### src/cfd_pkg.sv
// ----------------------------------------------------------------------------
// cfd_pkg
// Shared constants, command/status structs and the CRC-16 byte update for
// the framed-byte deframer.
// ----------------------------------------------------------------------------
package cfd_pkg;

  localparam int PAYLOAD_DEPTH = 64;
  localparam int ADDR_W        = (PAYLOAD_DEPTH > 1) ? $clog2(PAYLOAD_DEPTH) : 1;
  localparam int LEN_W         = 7;

  localparam logic [7:0]  SYNC_FIRST  = 8'h39;
  localparam logic [7:0]  SYNC_SECOND = 8'h93;
  localparam logic [15:0] CRC_INIT    = 16'hFFFF;
  localparam logic [15:0] CRC_POLY    = 16'hA001;

  typedef struct packed {
    logic frame_start;
    logic cap_cmd;
    logic cap_len_hi;
    logic cap_len;
    logic data_wr;
    logic cap_crc_hi;
    logic res_err;
    logic res_empty;
    logic rd_start;
    logic rd_en;
    logic rd_next;
  } cfd_cmd_t;

  typedef struct packed {
    logic is_sync1;
    logic is_sync2;
    logic len_zero;
    logic len_over;
    logic count_done;
    logic crc_match;
    logic count_zero;
    logic res_last;
  } cfd_sts_t;

  // CRC-16/MODBUS, reflected, one byte
  function automatic logic [15:0] crc16_update(input logic [15:0] crc, input logic [7:0] b);
    logic [15:0] c;
    c = crc ^ {8'h00, b};
    for (int k = 0; k < 8; k++) begin
      if (c[0]) begin
        c = (c >> 1) ^ CRC_POLY;
      end else begin
        c = c >> 1;
      end
    end
    return c;
  endfunction

endpackage

### src/cfd_in_if.sv
// ----------------------------------------------------------------------------
// cfd_in_if
// Received byte channel: valid/ready handshake, one byte per word.
// ----------------------------------------------------------------------------
interface cfd_in_if;
  logic       valid;
  logic       ready;
  logic [7:0] rx_byte;

  modport source (output valid, output rx_byte, input ready);
  modport sink   (input valid, input rx_byte, output ready);
endinterface

### src/cfd_out_if.sv
// ----------------------------------------------------------------------------
// cfd_out_if
// Frame result channel: valid/ready handshake, one result per word.
// ----------------------------------------------------------------------------
interface cfd_out_if;
  logic       valid;
  logic       ready;
  logic       frame_status;
  logic [7:0] command_code;
  logic [6:0] payload_length;
  logic [7:0] data_byte;
  logic       has_data;
  logic       last_of_frame;

  modport source (output valid, output frame_status, output command_code,
                  output payload_length, output data_byte, output has_data,
                  output last_of_frame, input ready);
  modport sink   (input valid, input frame_status, input command_code,
                  input payload_length, input data_byte, input has_data,
                  input last_of_frame, output ready);
endinterface

### src/cfd_dp.sv
// ----------------------------------------------------------------------------
// cfd_dp
// Deframer datapath: header capture, payload buffer, running CRC, byte
// counter, drain pointer and result register.
// ----------------------------------------------------------------------------
module cfd_dp import cfd_pkg::*; (
  input  logic             clk,
  input  logic             rst,
  input  logic [7:0]       rx_byte,
  input  cfd_cmd_t         cmd,
  output cfd_sts_t         sts,
  output logic             frame_status,
  output logic [7:0]       command_code,
  output logic [LEN_W-1:0] payload_length,
  output logic [7:0]       data_byte,
  output logic             has_data,
  output logic             last_of_frame
);

  logic [7:0]       held_command;
  logic [7:0]       length_high_byte;
  logic [LEN_W-1:0] expected_length;
  logic [LEN_W-1:0] byte_count;
  logic [7:0]       crc_high_byte;
  logic [15:0]      running_crc;
  logic [7:0]       payload_store [PAYLOAD_DEPTH];
  logic [ADDR_W-1:0] rd_idx;
  logic [7:0]       rd_data;
  logic             res_status;
  logic             res_has;
  logic             res_last;

  logic [15:0]      len16;
  logic [LEN_W-1:0] count_inc;

  assign len16     = {length_high_byte, rx_byte};
  assign count_inc = byte_count + LEN_W'(1);

  always_comb begin
    sts.is_sync1   = (rx_byte == SYNC_FIRST);
    sts.is_sync2   = (rx_byte == SYNC_SECOND);
    sts.len_zero   = (len16 == 16'd0);
    sts.len_over   = (len16 > 16'(PAYLOAD_DEPTH));
    sts.count_done = (count_inc >= expected_length);
    sts.crc_match  = ({crc_high_byte, rx_byte} == running_crc);
    sts.count_zero = (byte_count == '0);
    sts.res_last   = res_last;
  end

  always_ff @(posedge clk) begin
    if (rst) begin
      held_command     <= '0;
      length_high_byte <= '0;
      expected_length  <= '0;
      byte_count       <= '0;
      crc_high_byte    <= '0;
      running_crc      <= CRC_INIT;
    end else begin
      if (cmd.frame_start) begin
        held_command <= '0;
        byte_count   <= '0;
        running_crc  <= CRC_INIT;
      end
      if (cmd.cap_cmd) begin
        held_command <= rx_byte;
      end
      if (cmd.cap_len_hi) begin
        length_high_byte <= rx_byte;
      end
      if (cmd.cap_len) begin
        expected_length <= len16[LEN_W-1:0];
      end
      if (cmd.data_wr) begin
        byte_count  <= count_inc;
        running_crc <= crc16_update(running_crc, rx_byte);
      end
      if (cmd.cap_crc_hi) begin
        crc_high_byte <= rx_byte;
      end
    end
  end

  always_ff @(posedge clk) begin
    if (cmd.data_wr) begin
      payload_store[byte_count[ADDR_W-1:0]] <= rx_byte;
    end
    if (cmd.rd_en) begin
      rd_data <= payload_store[rd_idx];
    end
  end

  always_ff @(posedge clk) begin
    if (cmd.rd_start) begin
      rd_idx <= '0;
    end else if (cmd.rd_next) begin
      rd_idx <= rd_idx + ADDR_W'(1);
    end
    if (cmd.res_err) begin
      res_status <= 1'b1;
      res_has    <= 1'b0;
      res_last   <= 1'b1;
    end else if (cmd.res_empty) begin
      res_status <= 1'b0;
      res_has    <= 1'b0;
      res_last   <= 1'b1;
    end else if (cmd.rd_en) begin
      res_status <= 1'b0;
      res_has    <= 1'b1;
      res_last   <= (LEN_W'(rd_idx) + LEN_W'(1) == byte_count);
    end
  end

  assign frame_status   = res_status;
  assign command_code   = held_command;
  assign payload_length = byte_count;
  assign data_byte      = res_has ? rd_data : 8'h00;
  assign has_data       = res_has;
  assign last_of_frame  = res_last;

endmodule

### src/cfd_ctrl.sv
// ----------------------------------------------------------------------------
// cfd_ctrl
// Deframer controller: frame parse phases and result drain sequencing.
// ----------------------------------------------------------------------------
module cfd_ctrl import cfd_pkg::*; (
  input  logic     clk,
  input  logic     rst,
  input  logic     in_valid,
  output logic     in_ready,
  output logic     out_valid,
  input  logic     out_ready,
  input  cfd_sts_t sts,
  output cfd_cmd_t cmd
);

  typedef enum logic [3:0] {
    S_HUNT,
    S_SYNC2,
    S_CMD,
    S_LEN_HI,
    S_LEN_LO,
    S_DATA,
    S_CRC_HI,
    S_CRC_LO,
    S_READ,
    S_SHOW
  } state_t;

  state_t state;
  state_t state_next;
  logic   accept;

  always_comb begin
    in_ready   = (state != S_READ) && (state != S_SHOW);
    out_valid  = (state == S_SHOW);
    accept     = in_valid && in_ready;
    cmd        = '0;
    state_next = state;
    case (state)
      S_HUNT: begin
        if (accept && sts.is_sync1) begin
          cmd.frame_start = 1'b1;
          state_next      = S_SYNC2;
        end
      end
      S_SYNC2: begin
        if (accept) begin
          state_next = sts.is_sync2 ? S_CMD : S_HUNT;
        end
      end
      S_CMD: begin
        if (accept) begin
          cmd.cap_cmd = 1'b1;
          state_next  = S_LEN_HI;
        end
      end
      S_LEN_HI: begin
        if (accept) begin
          cmd.cap_len_hi = 1'b1;
          state_next     = S_LEN_LO;
        end
      end
      S_LEN_LO: begin
        if (accept) begin
          if (sts.len_zero) begin
            cmd.cap_len = 1'b1;
            state_next  = S_CRC_HI;
          end else if (sts.len_over) begin
            state_next = S_HUNT;
          end else begin
            cmd.cap_len = 1'b1;
            state_next  = S_DATA;
          end
        end
      end
      S_DATA: begin
        if (accept) begin
          cmd.data_wr = 1'b1;
          if (sts.count_done) begin
            state_next = S_CRC_HI;
          end
        end
      end
      S_CRC_HI: begin
        if (accept) begin
          cmd.cap_crc_hi = 1'b1;
          state_next     = S_CRC_LO;
        end
      end
      S_CRC_LO: begin
        if (accept) begin
          if (!sts.crc_match) begin
            cmd.res_err = 1'b1;
            state_next  = S_SHOW;
          end else if (sts.count_zero) begin
            cmd.res_empty = 1'b1;
            state_next    = S_SHOW;
          end else begin
            cmd.rd_start = 1'b1;
            state_next   = S_READ;
          end
        end
      end
      S_READ: begin
        cmd.rd_en  = 1'b1;
        state_next = S_SHOW;
      end
      S_SHOW: begin
        if (out_ready) begin
          if (sts.res_last) begin
            state_next = S_HUNT;
          end else begin
            cmd.rd_next = 1'b1;
            state_next  = S_READ;
          end
        end
      end
      default: begin
        state_next = S_HUNT;
      end
    endcase
  end

  always_ff @(posedge clk) begin
    if (rst) begin
      state <= S_HUNT;
    end else begin
      state <= state_next;
    end
  end

endmodule

### src/crc16_frame_deframer.sv
// ----------------------------------------------------------------------------
// crc16_frame_deframer
// Parses 0x39 0x93 CMD LEN_H LEN_L PAYLOAD CRC_H CRC_L frames from a byte
// stream, checks CRC-16/MODBUS over the payload and emits the payload bytes,
// an empty-frame word or a CRC error word.
//
//   port  dir  word           fields
//   rx    in   one rx byte    rx_byte
//   res   out  one result     frame_status, command_code, payload_length,
//                             data_byte, has_data, last_of_frame
//
// One received byte per cycle while rx.ready is high; the CRC is updated
// a whole byte at a time. After the last CRC byte of a good frame the
// payload drains word by word (registered memory read, then held on res
// until taken). rx.ready is low while results are pending. Synchronous
// reset returns to sync hunt; the payload buffer is not cleared.
// ----------------------------------------------------------------------------
module crc16_frame_deframer import cfd_pkg::*; (
  input logic        clk,
  input logic        rst,
  cfd_in_if.sink     rx,
  cfd_out_if.source  res
);

  cfd_cmd_t cmd;
  cfd_sts_t sts;

  cfd_ctrl u_ctrl (
    .clk       (clk),
    .rst       (rst),
    .in_valid  (rx.valid),
    .in_ready  (rx.ready),
    .out_valid (res.valid),
    .out_ready (res.ready),
    .sts       (sts),
    .cmd       (cmd)
  );

  cfd_dp u_dp (
    .clk            (clk),
    .rst            (rst),
    .rx_byte        (rx.rx_byte),
    .cmd            (cmd),
    .sts            (sts),
    .frame_status   (res.frame_status),
    .command_code   (res.command_code),
    .payload_length (res.payload_length),
    .data_byte      (res.data_byte),
    .has_data       (res.has_data),
    .last_of_frame  (res.last_of_frame)
  );

  a_no_overlap: assert property (@(posedge clk) disable iff (rst)
    !(rx.ready && res.valid))
    else $error("input accepted while a result is pending");

  a_empty_is_last: assert property (@(posedge clk) disable iff (rst)
    res.valid && !res.has_data |-> res.last_of_frame && res.data_byte == 8'h00)
    else $error("dataless result not final or carries data");

  a_err_no_data: assert property (@(posedge clk) disable iff (rst)
    res.valid && res.frame_status |-> !res.has_data)
    else $error("error result carries data");

  a_resume_after_last: assert property (@(posedge clk) disable iff (rst)
    res.valid && res.ready && res.last_of_frame |=> rx.ready && !res.valid)
    else $error("input not resumed after final result");

endmodule
### src/flat_wrapper.sv
// flat-port wrapper written by rule: the top's interface ports become plain ports
module crc16_frame_deframer_flat import cfd_pkg::*;
  (clk, rst, rx_valid, rx_rx_byte, rx_ready, res_valid, res_frame_status, res_command_code, res_payload_length, res_data_byte, res_has_data, res_last_of_frame, res_ready);
  cfd_in_if rx_i ();
  cfd_out_if res_i ();
  input logic clk;
  input logic rst;
  input wire logic [$bits(rx_i.valid)-1:0] rx_valid;
  input wire logic [$bits(rx_i.rx_byte)-1:0] rx_rx_byte;
  output wire logic [$bits(rx_i.ready)-1:0] rx_ready;
  output wire logic [$bits(res_i.valid)-1:0] res_valid;
  output wire logic [$bits(res_i.frame_status)-1:0] res_frame_status;
  output wire logic [$bits(res_i.command_code)-1:0] res_command_code;
  output wire logic [$bits(res_i.payload_length)-1:0] res_payload_length;
  output wire logic [$bits(res_i.data_byte)-1:0] res_data_byte;
  output wire logic [$bits(res_i.has_data)-1:0] res_has_data;
  output wire logic [$bits(res_i.last_of_frame)-1:0] res_last_of_frame;
  input wire logic [$bits(res_i.ready)-1:0] res_ready;
  assign rx_i.valid = rx_valid;
  assign rx_i.rx_byte = rx_rx_byte;
  assign rx_ready = rx_i.ready;
  assign res_valid = res_i.valid;
  assign res_frame_status = res_i.frame_status;
  assign res_command_code = res_i.command_code;
  assign res_payload_length = res_i.payload_length;
  assign res_data_byte = res_i.data_byte;
  assign res_has_data = res_i.has_data;
  assign res_last_of_frame = res_i.last_of_frame;
  assign res_i.ready = res_ready;
  crc16_frame_deframer u_core (.clk(clk), .rst(rst), .rx(rx_i), .res(res_i));
endmodule
### config.mk
export PLATFORM = sky130hd
export DESIGN_NAME = crc16_frame_deframer_flat
export DESIGN_NICKNAME = d
export VERILOG_FILES = /design/src/cfd_pkg.sv /design/src/cfd_in_if.sv /design/src/cfd_out_if.sv /design/src/cfd_dp.sv /design/src/cfd_ctrl.sv /design/src/crc16_frame_deframer.sv /design/src/flat_wrapper.sv
export SDC_FILE = /design/constraint.sdc
export NUM_CORES = 1
export LEC_CHECK = 0
export BUFFER_PORTS_ARGS = -buffer_cell sky130_fd_sc_hd__buf_2
export CAP_MARGIN = 20
export CORE_MARGIN = 8
export CORE_UTILIZATION = 47
export CTS_CLUSTER_DIAMETER = 120
export DETAILED_ROUTE_END_ITERATION = 10
export GPL_ROUTABILITY_DRIVEN = 0
export RECOVER_POWER = 25
export SLEW_MARGIN = 20
export SYNTH_ARGS = -nofsm -noshare
export SYNTH_HDL_FRONTEND = slang
export SYNTH_SLANG_ARGS = --single-unit
### constraint.sdc
create_clock -name clk -period 3.4 [get_ports clk]
set_input_delay 0.68 -clock clk [delete_from_list [all_inputs] [get_ports clk]]
set_output_delay 0.68 -clock clk [all_outputs]
set_load 0.005 [all_outputs]
# After elaboration in Yosys (flattened, before gate mapping)
# Memory sizes are Yosys's and may differ from the RTL's. A register that Yosys moved wholly into a read port is not among the register bits.
# Cells that the tools add are included.
# W data, S select, Z words.
dict set report classes {
  order_cmp 2
  div_mod_pow 0
  add_sub_neg 3
  multipliers 0
  shifts 0
  reduce_logical 11
  n_bitwise 9
  n_mux 71
  eq_ne 25
}
# cell count
set op_table {}
lappend op_table {{$mux W16} 24}
lappend op_table {{$mux W4} 13}
lappend op_table {{$pmux W4 S10} 1}
lappend op_table {{$mux W8} 3}
lappend op_table {{$not A2 Y3} 8}
lappend op_table {{$mux W1} 23}
lappend op_table {{$eq A16 B16 Y1} 1}
lappend op_table {{$eq A4 B3 Y1 const B} 4}
lappend op_table {{$gt A16 B7 Y1 const B} 1}
lappend op_table {{$logic_not A16 Y1} 1}
lappend op_table {{$ne A2 B2 Y1 const B} 8}
lappend op_table {{$xor A16 B8 Y16} 1}
lappend op_table {{$mux W7} 2}
lappend op_table {{$reduce_and A10 Y1} 1}
lappend op_table {{$mux W3} 3}
lappend op_table {{$eq A4 B2 Y1 const B} 2}
lappend op_table {{$eq A4 B4 Y1 const B} 2}
lappend op_table {{$eq A8 B6 Y1 const B} 1}
lappend op_table {{$eq A8 B8 Y1 const B} 1}
lappend op_table {{$ne A4 B4 Y1 const B} 2}
lappend op_table {{$add A6 B1 Y7 const B} 1}
lappend op_table {{$add A7 B1 Y7 const B} 1}
lappend op_table {{$eq A7 B7 Y1} 1}
lappend op_table {{$ge A7 B7 Y1} 1}
lappend op_table {{9 further kinds} 15}
dict set report totals {
  input_bits 12
  mem_bits_ro 0
  output_inout_bits 28
  n_memories 1
  latchBits 0
  reg_bits 67
  ramBits 512
  wordCells 133
}
# name words word_bits rd rd_clocked_by_memory_dff wr line_no
set memory_table {}
lappend memory_table {u_core.u_dp.payload_store 64 8 1 1 1 cfd_dp.sv:26} ;# logic [7:0] payload_store [PAYLOAD_DEPTH];

# Longest topological paths before layout
# Gate-level depths: netlist of run 1.
dict set report logic_depth {
  ltp_word 34
  mapped_depth 10
  mapped_depth_nobuf 9
}

# Modules after synthesis
# Synthesis of run 1 repeated with hierarchy kept, for this count alone.
dict set report unflattened {
  hier_cells 1280
  area_unflattened_um2 23670.2
}
# module seq_area_each_um2 n_inst cells_each area_per_inst_um2
set by_module_without_submodules {}
lappend by_module_without_submodules {cfd_dp 16876.2 1 1214 23227.3}
lappend by_module_without_submodules {cfd_ctrl 80.1 1 66 442.9}

# Least setup slack after synthesis of run 1
# OpenSTA, ideal clock, no wires.
dict set report synth_path {
  path_kind {input-to-reg}
  startpoint {in rx_rx_byte[1]}
  endpoint {reg u_core.u_dp.running_crc[0]}
  required_time_ns 3.283
  arrival_ns 2.399
  stages 9
  setup_ns 0.117
  slack_ns 0.884
  n_path_buf 1
  path_cell_list {clkbuf_1 -> xnor2_1 -> ha_1 -> xor3_1 -> xnor3_1 -> xor3_1 -> xor2_1 -> o22ai_1 -> nand2b_1}
}
dict set report synth_via {
  elab_chain_len 25
  word_cells_on_any_way 30
  cone_classes {1 x eq/ne; 25 x mux; 2 x bitwise; 2 x reduce/logical}
}
# element line_no
set synth_lines {}
lappend synth_lines {{from (decl)} flat_wrapper.sv:9} ;# input wire logic [$bits(rx_i.rx_byte)-1:0] rx_rx_byte;
lappend synth_lines {{$xor A16 B8 Y16} cfd_pkg.sv:45} ;# c = crc ^ {8'h00, b};
lappend synth_lines {{$not A2 Y3 (no line)} -}
lappend synth_lines {{$mux W16} cfd_pkg.sv:47} ;# if (c[0]) begin
lappend synth_lines {{$mux W16} cfd_dp.sv:73} ;# if (cmd.data_wr) begin
lappend synth_lines {{$mux W16} cfd_dp.sv:51} ;# if (rst) begin
lappend synth_lines {{$mux W16} cfd_pkg.sv:47}
lappend synth_lines {{$mux W16} cfd_dp.sv:73}
lappend synth_lines {{$mux W16} cfd_dp.sv:51}
lappend synth_lines {{[9 not listed]} -}
lappend synth_lines {{$mux W16} cfd_pkg.sv:47}
lappend synth_lines {{$mux W16} cfd_dp.sv:73}
lappend synth_lines {{$mux W16} cfd_dp.sv:51}
lappend synth_lines {{$mux W16} cfd_pkg.sv:47}
lappend synth_lines {{$mux W16} cfd_dp.sv:73}
lappend synth_lines {{$mux W16} cfd_dp.sv:51}
lappend synth_lines {{$mux W16} cfd_pkg.sv:47}
lappend synth_lines {{$mux W16} cfd_dp.sv:73}
lappend synth_lines {{to (signal assigned)} cfd_dp.sv:75} ;# running_crc <= crc16_update(running_crc, rx_byte);
lappend synth_lines {{to (decl)} cfd_dp.sv:25} ;# logic [15:0] running_crc;
# Parallel ways exist; a longest one is shown, timed or not. The select of a mux whose other input is x is not followed.
# A chain may end at the register's enable or synchronous reset.

# Final worst setup path of run 1
dict set report layout_path {
  startpoint {reg u_core.u_dp.byte_count[3] (netlist: u_core.u_dp.payload_length[3])}
  endpoint {reg u_core.u_ctrl.state[0]}
}
dict set report layout_via {
  elab_chain_len 5
  word_cells_on_any_way 9
  cone_classes {1 x add/sub; 1 x order compare; 1 x eq/ne; 4 x mux; 2 x reduce/logical}
}
# element line_no
set layout_lines {}
lappend layout_lines {{from (decl)} cfd_dp.sv:23} ;# logic [LEN_W-1:0] byte_count;
lappend layout_lines {{from (signal assigned)} cfd_dp.sv:74} ;# byte_count <= count_inc;
lappend layout_lines {{parallel branches: the longest is 5 deep, another holds $add A7 B1 Y7} -}
lappend layout_lines {{to (signal assigned)} cfd_ctrl.sv:128} ;# state <= state_next;
lappend layout_lines {{to (decl)} cfd_ctrl.sv:29} ;# state_t state;
# Several ways; the timed one is not identified. The select of a mux whose other input is x is not followed.

==> metrics.log, run 1 <==
INFO  metric result_of_the_run = finished, violations left
INFO  metric failed_checks = max-capacitance violations, max-slew violations
INFO  metric fillerInstances = 3960
INFO  metric ant_nets = 0
INFO  metric cts-resized-gates = 0
INFO  metric vias_in_the_first_global_route = 12357
INFO  metric path_clk_slew = 0.06 ns
INFO  metric critical-path-max-stage-delay = 0.64 ns
INFO  metric tritoncts_clock_tree = built
INFO  metric maximum_number_of_pins_on_one_net_before_global_route_repair = 68
INFO  metric final_critical_path_setup_slack = 0.5200 ns
INFO  metric ioPinCount = 40
INFO  metric worst_ep_arrival_time = 3.38 ns
INFO  metric grt_use_total = 0.1912
INFO  metric syn-cell-area = 0.02359 mm^2
INFO  metric syn-mean-instance-area = 18.88 um^2
INFO  metric route.detailed.drc = 0
INFO  metric placement.io_buffers = 39
INFO  metric number_of_antenna_violations_at_the_first_check_in_global_routing = 0
INFO  metric worst_ep_required_time = 3.90 ns
INFO  metric synth_cell_type_count = 58
INFO  metric critical_path.slowest_cell = sky130_fd_sc_hd__dfxtp_1
INFO  metric yosys_top_cell_by_area = sky130_fd_sc_hd__edfxtp_1
INFO  metric synthMuxAreaShare = 0.1630
INFO  metric final_common_cell = sky130_fd_sc_hd__edfxtp_1
INFO  metric max-vdd-ir-drop = 0.3847 mV
INFO  metric final_max_tran_viols = 85
INFO  metric floorplan.die.width = 240.0 um
INFO  metric dominant_combinational_cell_family_by_area_after_synthesis = multiplexers
INFO  metric area_delta_synth_final = 15.42%
INFO  metric routed_via_density = 5.684
INFO  metric dp_area = 0.02521 mm^2
INFO  metric power_density = 566.0 mW/mm^2
INFO  metric global_route_wire_length_before_repair = 81.70 mm
INFO  metric holdWs = 0.3721 ns
INFO  metric slew-limit-headroom = -0.5978
INFO  metric xor_and_xnor_fraction_of_the_mapped_netlist_area = 0.01857
INFO  metric maxClockFrequency = 347.2 MHz
INFO  metric postCtsHoldBufs = 0
INFO  metric clock_sinks = 587
INFO  metric timing.critical_path.fanout_max = 14
INFO  metric synth.top_cells.by_area = sky130_fd_sc_hd__edfxtp_1 66%, sky130_fd_sc_hd__mux4_2 15%, sky130_fd_sc_hd__dfxtp_1 5.7%, sky130_fd_sc_hd__nor2_1 2.1%, sky130_fd_sc_hd__mux2i_1 1.0%
INFO  metric post_synth_fa_ha_maj_area_fraction = 0.007427
INFO  metric synth-compound-area-share = 0.02472
INFO  metric ys_warn_count = 0
INFO  metric placeableCoreArea = 0.04986 mm^2
INFO  metric clkLatencyLatePin = 0.61 ns
INFO  metric ys_seq_elements = 587
INFO  metric routedWlPerCell = 25.76 um
INFO  metric via_count = 11971
INFO  metric clockBufferDepth = 3
INFO  metric type_of_destination_of_the_critical_path = register
INFO  metric dp_hpwl = 33.93 mm
INFO  metric synth-edff-count = 520
INFO  metric globalRouteOverflowTotal = 0
INFO  metric tritoncts.num_buffers = 58
INFO  metric number_of_cell_rows = 82
INFO  metric clock_skew = 0.02807 ns
INFO  metric tns = 0 ns
INFO  metric postCtsSetupBuffers = 0
INFO  metric p_leak = 8.718 nW
INFO  metric worst_slew_pin_slew = 2.397 ns
INFO  metric antennaDiodeCount = 0
INFO  metric setup.worst_path.start_class = register
INFO  metric routed_wirelength = 54.25 mm
INFO  metric preCtsSetupSlack = 0.5065 ns
INFO  metric critical_path.cell_chain = nand3_1 -> nor2_1 -> xor2_1 -> ha_1 -> a211oi_1 -> o21ai_0 -> and2_1 -> a311oi_1
INFO  metric initial_utilization = 0.4730
INFO  metric drt_pass1_iterations = 5
INFO  metric final_layout_size_suffix_gt1_frac = 0.2768
INFO  metric worst_hold_path_type = in -> reg
INFO  metric post-route-min-period = 2.880 ns
INFO  metric critPathKind = reg -> reg
INFO  metric netlist_instances = 1249
INFO  metric setup_viol = 0
INFO  metric clock_tree.htree_level_count = 2
INFO  metric postSynthNetCount = 1275
INFO  metric period_share = 0.8471
INFO  metric final_net_count = 1411
INFO  metric most-common-layout-cells = 520 x sky130_fd_sc_hd__edfxtp_1, 160 x sky130_fd_sc_hd__mux4_2, 133 x sky130_fd_sc_hd__nor2_1
INFO  metric async_set_reset_flop_share_out_of_synthesis = 0
INFO  metric final_hold_violation_count = 0
INFO  metric synth_simple_gate_area_frac = 0.05119
INFO  metric synth.top_cell.area_share = 0.6620
INFO  metric grt_setup_unrepaired = false
INFO  metric final_design_area_no_fill = 0.02722 mm^2
INFO  metric synth_sequential_area_ratio = 0.7189
INFO  metric full_die_area = 0.05761 mm^2
INFO  metric cap_viol_max_count = 2
INFO  metric floorplan.die.height = 240.0 um
INFO  metric drt_iter0_drc = 1073
INFO  metric postSynth.topFlopCell = sky130_fd_sc_hd__edfxtp_1
INFO  metric clockRootBuffer = sky130_fd_sc_hd__clkbuf_16
## path summary, 6_finish.rpt
kind                                                                    from                                      endpoint  slack [ns]  depth (start not counted)
worst min-delay path                                               res_ready           u_core.u_ctrl.state[3]$_SDFFE_PP0P_        0.37                          3
worst max-delay path              u_core.u_dp.payload_length[3]$_SDFFE_PP0P_           u_core.u_ctrl.state[0]$_SDFFE_PP0P_        0.52                          8
worst max register to register    u_core.u_dp.payload_length[3]$_SDFFE_PP0P_           u_core.u_ctrl.state[0]$_SDFFE_PP0P_        0.52                          8
worst min register to register  u_core.u_dp.length_high_byte[2]$_SDFFE_PP0P_  u_core.u_dp.length_high_byte[2]$_SDFFE_PP0P_        0.49                          2
## power breakdown
group	leakage, nW	switching, W	internal, W
Clock	0.990	0.00268	0.00418
Combinational	2.51	0.000394	0.000259
Sequential	5.22	0.0000373	0.00787
## sequential cells by signal, summed over array words and instances, names as in the netlist, 4 cells and up
name and cells:
u_core.u_ctrl.state 4, u_core.u_dp.command_code 8, u_core.u_dp.crc_high_byte 8, u_core.u_dp.expected_length 7
u_core.u_dp.length_high_byte 8, u_core.u_dp.payload_length 7, u_core.u_dp.payload_store 512, u_core.u_dp.rd_data 8
u_core.u_dp.rd_idx 6, u_core.u_dp.running_crc 16
## metrics by stage
stage / total power [W] / instances / utilization
final: 0.01541 / 2106 / 0.5460
after global routing: 0.01588 / 2106 / 0.5460
after CTS: 0.01556 / 2106 / 0.5468
after detailed placement: 0.008719 / 1997 / 0.5056
after global placement: 0.008707 / 1997 / 0.5056
after floorplan: 0.008446 / 1249 / -
## logic make-up (layout without fill, tap and decap cells)
kind of cell | after synthesis | after routing
compound gates | 82 | 82
xor+xnor | 45 | 45
fa+ha+maj | 14 | 14
buf+inv | 86 | 271
flops | 587 | 587
mux | 184 | 184
simple gates | 251 | 251
## cell type report
cell class              instances  area [um^2]  share of cell area
clock buffers                  69         1524             0.05598
clock inverters                40        531.8             0.01953
inverters                      16        60.06            0.002206
multi-input cells             576         6247              0.2295
flip-flops and latches        587        16970              0.6232
well taps                     672        840.8             0.03089
repair buffers                146         1055             0.03874
## critical path, delay by kind of cell (launching register included)
kind            cells  cell delay [ns]
flops               1             0.64
simple gates        3             0.85
xor+xnor            1             0.25
compound gates      3             0.74
fa+ha+maj           1             0.29
## metal layers
| metal | vias to the layer above | track usage | share of wire |
|---|---|---|---|
| li1 | 5284 | - | - |
| met5 | - | 0 | 0 |
| met1 | 6286 | 0.2768 | 0.45 |
| met4 | 0 | 0.03658 | 0.018 |
| met2 | 337 | 0.3047 | 0.48 |
| met3 | 64 | 0.03564 | 0.057 |
## synthesized netlist by cell type, types with 15 or more instances
library cell and n:
sky130_fd_sc_hd__edfxtp_1 520, sky130_fd_sc_hd__mux4_2 160, sky130_fd_sc_hd__nor2_1 133, sky130_fd_sc_hd__dfxtp_1 67, sky130_fd_sc_hd__clkbuf_1 37, sky130_fd_sc_hd__a22oi_1 28
sky130_fd_sc_hd__mux2i_1 24, sky130_fd_sc_hd__nand2_1 24, sky130_fd_sc_hd__xnor2_1 22, sky130_fd_sc_hd__xor2_1 20, sky130_fd_sc_hd__buf_2 18, sky130_fd_sc_hd__nand2b_1 17
sky130_fd_sc_hd__inv_1 16, sky130_fd_sc_hd__o22ai_1 15
Power figures use the tool's default switching activity.
==> run 2, diff against run 1 <==
ABC_AREA = 1   (was unset)
clock period = 2.5 ns   (was 3.4 ns; I/O delays follow)
==> metrics.log, run 2 <==
INFO  metric p_leak = 9.754 nW (was 8.718 nW)
INFO  metric failed_checks = max-capacitance violations, max-slew violations (unchanged)
INFO  metric largest_register_ffs = 512 (unchanged)
INFO  metric worst_hold_path_type = in -> reg (unchanged)
INFO  metric setup_viol = 0 (unchanged)
INFO  metric fin_cells = 3023 (was 2106)
INFO  metric hold_path_startpoint = rx_rx_byte[5] (was res_ready)
INFO  metric drt_pass1_iterations = 7 (was 5)
INFO  metric ioPinCount = 40 (unchanged)
INFO  metric ys_warn_count = 0 (unchanged)
INFO  metric most-common-layout-cells = 520 x sky130_fd_sc_hd__edfxtp_1, 382 x sky130_fd_sc_hd__nor2_1, 322 x sky130_fd_sc_hd__o21ai_0 (was 520 x sky130_fd_sc_hd__edfxtp_1, 160 x sky130_fd_sc_hd__mux4_2, 133 x sky130_fd_sc_hd__nor2_1)
INFO  metric final_max_tran_viols = 93 (was 85)
INFO  metric number_of_antenna_violations_at_the_first_check_in_global_routing = 4 (was 0)
INFO  metric worst_ep_required_time = 2.81 ns (was 3.90 ns)
INFO  metric postSynthNetCount = 2207 (was 1275)
INFO  metric power_density = 948.3 mW/mm^2 (was 566.0 mW/mm^2)
INFO  metric routed_wirelength = 66.81 mm (was 54.25 mm)
INFO  metric tritoncts_clock_tree = built (unchanged)
INFO  metric drt_iter0_drc = 1891 (was 1073)
INFO  metric maximum_number_of_pins_on_one_net_before_global_route_repair = 97 (was 68)
INFO  metric yosys_top_cell_by_area = sky130_fd_sc_hd__edfxtp_1 (unchanged)
INFO  metric via_count = 17299 (was 11971)
INFO  metric period_share = 0.9294 (was 0.8471)
INFO  metric vias_in_the_first_global_route = 16897 (was 12357)
INFO  metric synth_sequential_area_ratio = 0.6917 (was 0.7189)
INFO  metric max-vdd-ir-drop = 0.7224 mV (was 0.3847 mV)
INFO  metric timing.reg2reg.setup_slack = 0.18 ns (was 0.52 ns)
INFO  metric final_net_count = 2318 (was 1411)
INFO  metric antennaDiodeCount = 0 (unchanged)
INFO  metric syn-mean-instance-area = 11.24 um^2 (was 18.88 um^2)
INFO  metric cap_viol_max_count = 3 (was 2)
INFO  metric clockRootBuffer = sky130_fd_sc_hd__clkbuf_16 (unchanged)
INFO  metric synthMostInstantiatedCell = sky130_fd_sc_hd__edfxtp_1 (unchanged)
INFO  metric place.detailed.instances = 2910 (was 1997)
INFO  metric postCtsSetupBuffers = 0 (unchanged)
INFO  metric type_of_destination_of_the_critical_path = register (unchanged)
INFO  metric clockBufferDepth = 3 (unchanged)
INFO  metric syn-cell-area = 0.02451 mm^2 (was 0.02359 mm^2)
INFO  metric ys_seq_elements = 587 (unchanged)
INFO  metric critPathKind = reg -> reg (unchanged)
INFO  metric ant_nets = 0 (unchanged)
INFO  metric beginning_of_the_worst_register_to_register_path = u_core.u_ctrl.state[0]$_SDFFE_PP0P_ (was u_core.u_dp.payload_length[3]$_SDFFE_PP0P_)
INFO  metric postSynth.topFlopCell = sky130_fd_sc_hd__edfxtp_1 (unchanged)
INFO  metric route.detailed.drc = 0 (unchanged)
INFO  metric routed_via_density = 5.722 (was 5.684)
INFO  metric worst_slew_pin_slew = 2.134 ns (was 2.397 ns)
INFO  metric grt_use_total = 0.2184 (was 0.1912)
INFO  metric floorplan.die.height = 244.4 um (was 240.0 um)
INFO  metric cts-resized-gates = 0 (unchanged)
INFO  metric worst_ep_arrival_time = 2.63 ns (was 3.38 ns)
INFO  metric async_set_reset_flop_share_out_of_synthesis = 0 (unchanged)
INFO  metric synth_cell_type_count = 36 (was 58)
INFO  metric grt_setup_unrepaired = false (unchanged)
INFO  metric clkLatencyLatePin = 0.62 ns (was 0.61 ns)
INFO  metric clock_sinks = 587 (unchanged)
INFO  metric post-route-min-period = 2.323 ns (was 2.880 ns)
INFO  metric globalRouteOverflowTotal = 0 (unchanged)
INFO  metric initial_utilization = 0.4768 (was 0.4730)
INFO  metric timing.critical_path.fanout_max = 6 (was 14)
INFO  metric result_of_the_run = finished, violations left (unchanged)
INFO  metric synth.top_cell.area_share = 0.6370 (was 0.6620)
INFO  metric final_hold_violation_count = 0 (unchanged)
INFO  metric maxClockFrequency = 430.4 MHz (was 347.2 MHz)
INFO  metric number_of_cell_rows = 83 (was 82)
INFO  metric clock_skew = 0.02566 ns (was 0.02807 ns)
INFO  metric netlist_instances = 2181 (was 1249)
INFO  metric dp_hpwl = 40.95 mm (was 33.93 mm)
INFO  metric synth_commonest_cells = 520 x sky130_fd_sc_hd__edfxtp_1, 382 x sky130_fd_sc_hd__nor2_1, 322 x sky130_fd_sc_hd__o21ai_0 (was 520 x sky130_fd_sc_hd__edfxtp_1, 160 x sky130_fd_sc_hd__mux4_2, 133 x sky130_fd_sc_hd__nor2_1)
INFO  metric global_route_wire_length_before_repair = 101.4 mm (was 81.70 mm)
INFO  metric tns = 0 ns (unchanged)
INFO  metric slew-limit-headroom = -0.4229 (was -0.5978)
INFO  metric floorplan.die.width = 244.4 um (was 240.0 um)
INFO  metric setup.worst_path.start_class = register (unchanged)
INFO  metric placeableCoreArea = 0.05141 mm^2 (was 0.04986 mm^2)
INFO  metric full_die_area = 0.05972 mm^2 (was 0.05761 mm^2)
INFO  metric final_layout_size_suffix_gt1_frac = 0.1212 (was 0.2768)
INFO  metric cp-startpoint = u_core.u_ctrl.state[0]$_SDFFE_PP0P_ (was u_core.u_dp.payload_length[3]$_SDFFE_PP0P_)
INFO  metric routedWlPerCell = 22.10 um (was 25.76 um)
INFO  metric clock_tree.htree_level_count = 2 (unchanged)
INFO  metric tritoncts.num_buffers = 60 (was 58)
INFO  metric placement.io_buffers = 39 (unchanged)
INFO  metric synth-edff-count = 520 (unchanged)
INFO  metric final_common_cell = sky130_fd_sc_hd__edfxtp_1 (unchanged)
INFO  metric path_clk_slew = 0.06 ns (about the same)
INFO  metric synth.top_cells.by_area = sky130_fd_sc_hd__edfxtp_1 64%, sky130_fd_sc_hd__o21ai_0 6.6%, sky130_fd_sc_hd__nor2_1 5.8%, sky130_fd_sc_hd__dfxtp_1 5.5%, sky130_fd_sc_hd__nand2_1 4.6% (was sky130_fd_sc_hd__edfxtp_1 66%, sky130_fd_sc_hd__mux4_2 15%, sky130_fd_sc_hd__dfxtp_1 5.7%, sky130_fd_sc_hd__nor2_1 2.1%, sky130_fd_sc_hd__mux2i_1 1.0%)
INFO  metric area_delta_synth_final = 13.88% (was 15.42%)
INFO  metric postCtsHoldBufs = 0 (unchanged)
## run 2: cell count changes after synthesis, moves of 25 or more
cell                       change
sky130_fd_sc_hd__o21ai_1      +35
sky130_fd_sc_hd__nor2_1      +249
sky130_fd_sc_hd__mux4_2      -160
sky130_fd_sc_hd__clkbuf_1     +25
sky130_fd_sc_hd__inv_1        +50
sky130_fd_sc_hd__o21ai_0     +317
sky130_fd_sc_hd__nand3_1      +40
sky130_fd_sc_hd__a21oi_1      +48
sky130_fd_sc_hd__a22oi_1      -28
sky130_fd_sc_hd__o22ai_1     +123
sky130_fd_sc_hd__nand2_1     +275
## run 2: critical path: stages (launching register included)
cell                      delay [ns]
sky130_fd_sc_hd__dfxtp_1        0.43
sky130_fd_sc_hd__inv_2          0.11
sky130_fd_sc_hd__nor2_1         0.10
sky130_fd_sc_hd__inv_1          0.08
sky130_fd_sc_hd__nor2_4         0.14
sky130_fd_sc_hd__inv_2          0.06
sky130_fd_sc_hd__nor2_4         0.16
sky130_fd_sc_hd__nand3_1        0.32
sky130_fd_sc_hd__nor2_1         0.39
sky130_fd_sc_hd__buf_4          0.23
## run 2: stage by stage
stage | util | instance area [um^2] | hold WS [ns] | total power (W) | setup WS (ns)
global route | 0.5430 | 27920 | 0.2503 | 0.02767 | 0.003865
global placement | 0.5081 | 26120 | 0.4543 | 0.01816 | 0.1692
CTS | 0.5438 | 27960 | 0.1910 | 0.02657 | 0.1826
floorplan | - | 24510 | 0.4437 | 0.01573 | 0.2217
detailed placement | 0.5081 | 26120 | 0.4619 | 0.01818 | 0.1519
finish | 0.5430 | 27920 | 0.2501 | 0.02647 | 0.1765
## run 2: power by group
| group | internal [W] | switching, W | total, W |
|---|---|---|---|
| combinational | 0.00212 | 0.00500 | 0.00712 |
| clock | 0.00474 | 0.00369 | 0.00842 |
| sequential | 0.0108 | 0.000110 | 0.0109 |
## run 2: logic make-up after synthesis
kind of cell	after synthesis	share of synthesized area
multiplexers	1	0.0004594
AND/OR/NAND/NOR	786	0.1316
AO/OA/AOI/OAI	559	0.1215
buffers and inverters	210	0.03895
XOR/XNOR	24	0.008576
adder cells (fa/ha/maj)	14	0.007146
flip-flops	587	0.6917
## run 2: final cells by class
class	instances	area, um^2
fillers	4413	23490
flip-flops and latches	587	16970
multi-input cells	1384	6609
clock buffers	75	1568
repair buffers	179	1349
well taps	680	850.8
inverters	80	306.5
clock inverters	38	267.8
## run 2: worst paths after layout
| path | endpoint | cells past startpoint |
|---|---|---|
| setup / recovery | u_core.u_dp.payload_store[57][6]$_DFFE_PP_ | 9 |
| hold / removal | u_core.u_dp.expected_length[5]$_SDFFE_PP0P_ | 3 |
| setup reg to reg | u_core.u_dp.payload_store[57][6]$_DFFE_PP_ | 9 |
| hold reg to reg | u_core.u_dp.crc_high_byte[4]$_SDFFE_PP0P_ | 2 |
## run 2: per-layer routing
layer,vias to the layer above,global-route usage,wire (um)
li1,8008,-,-
met1,8482,0.2939,28350
met2,665,0.3549,31420
met3,142,0.03881,4778
met4,2,0.07746,2242
met5,-,0,14
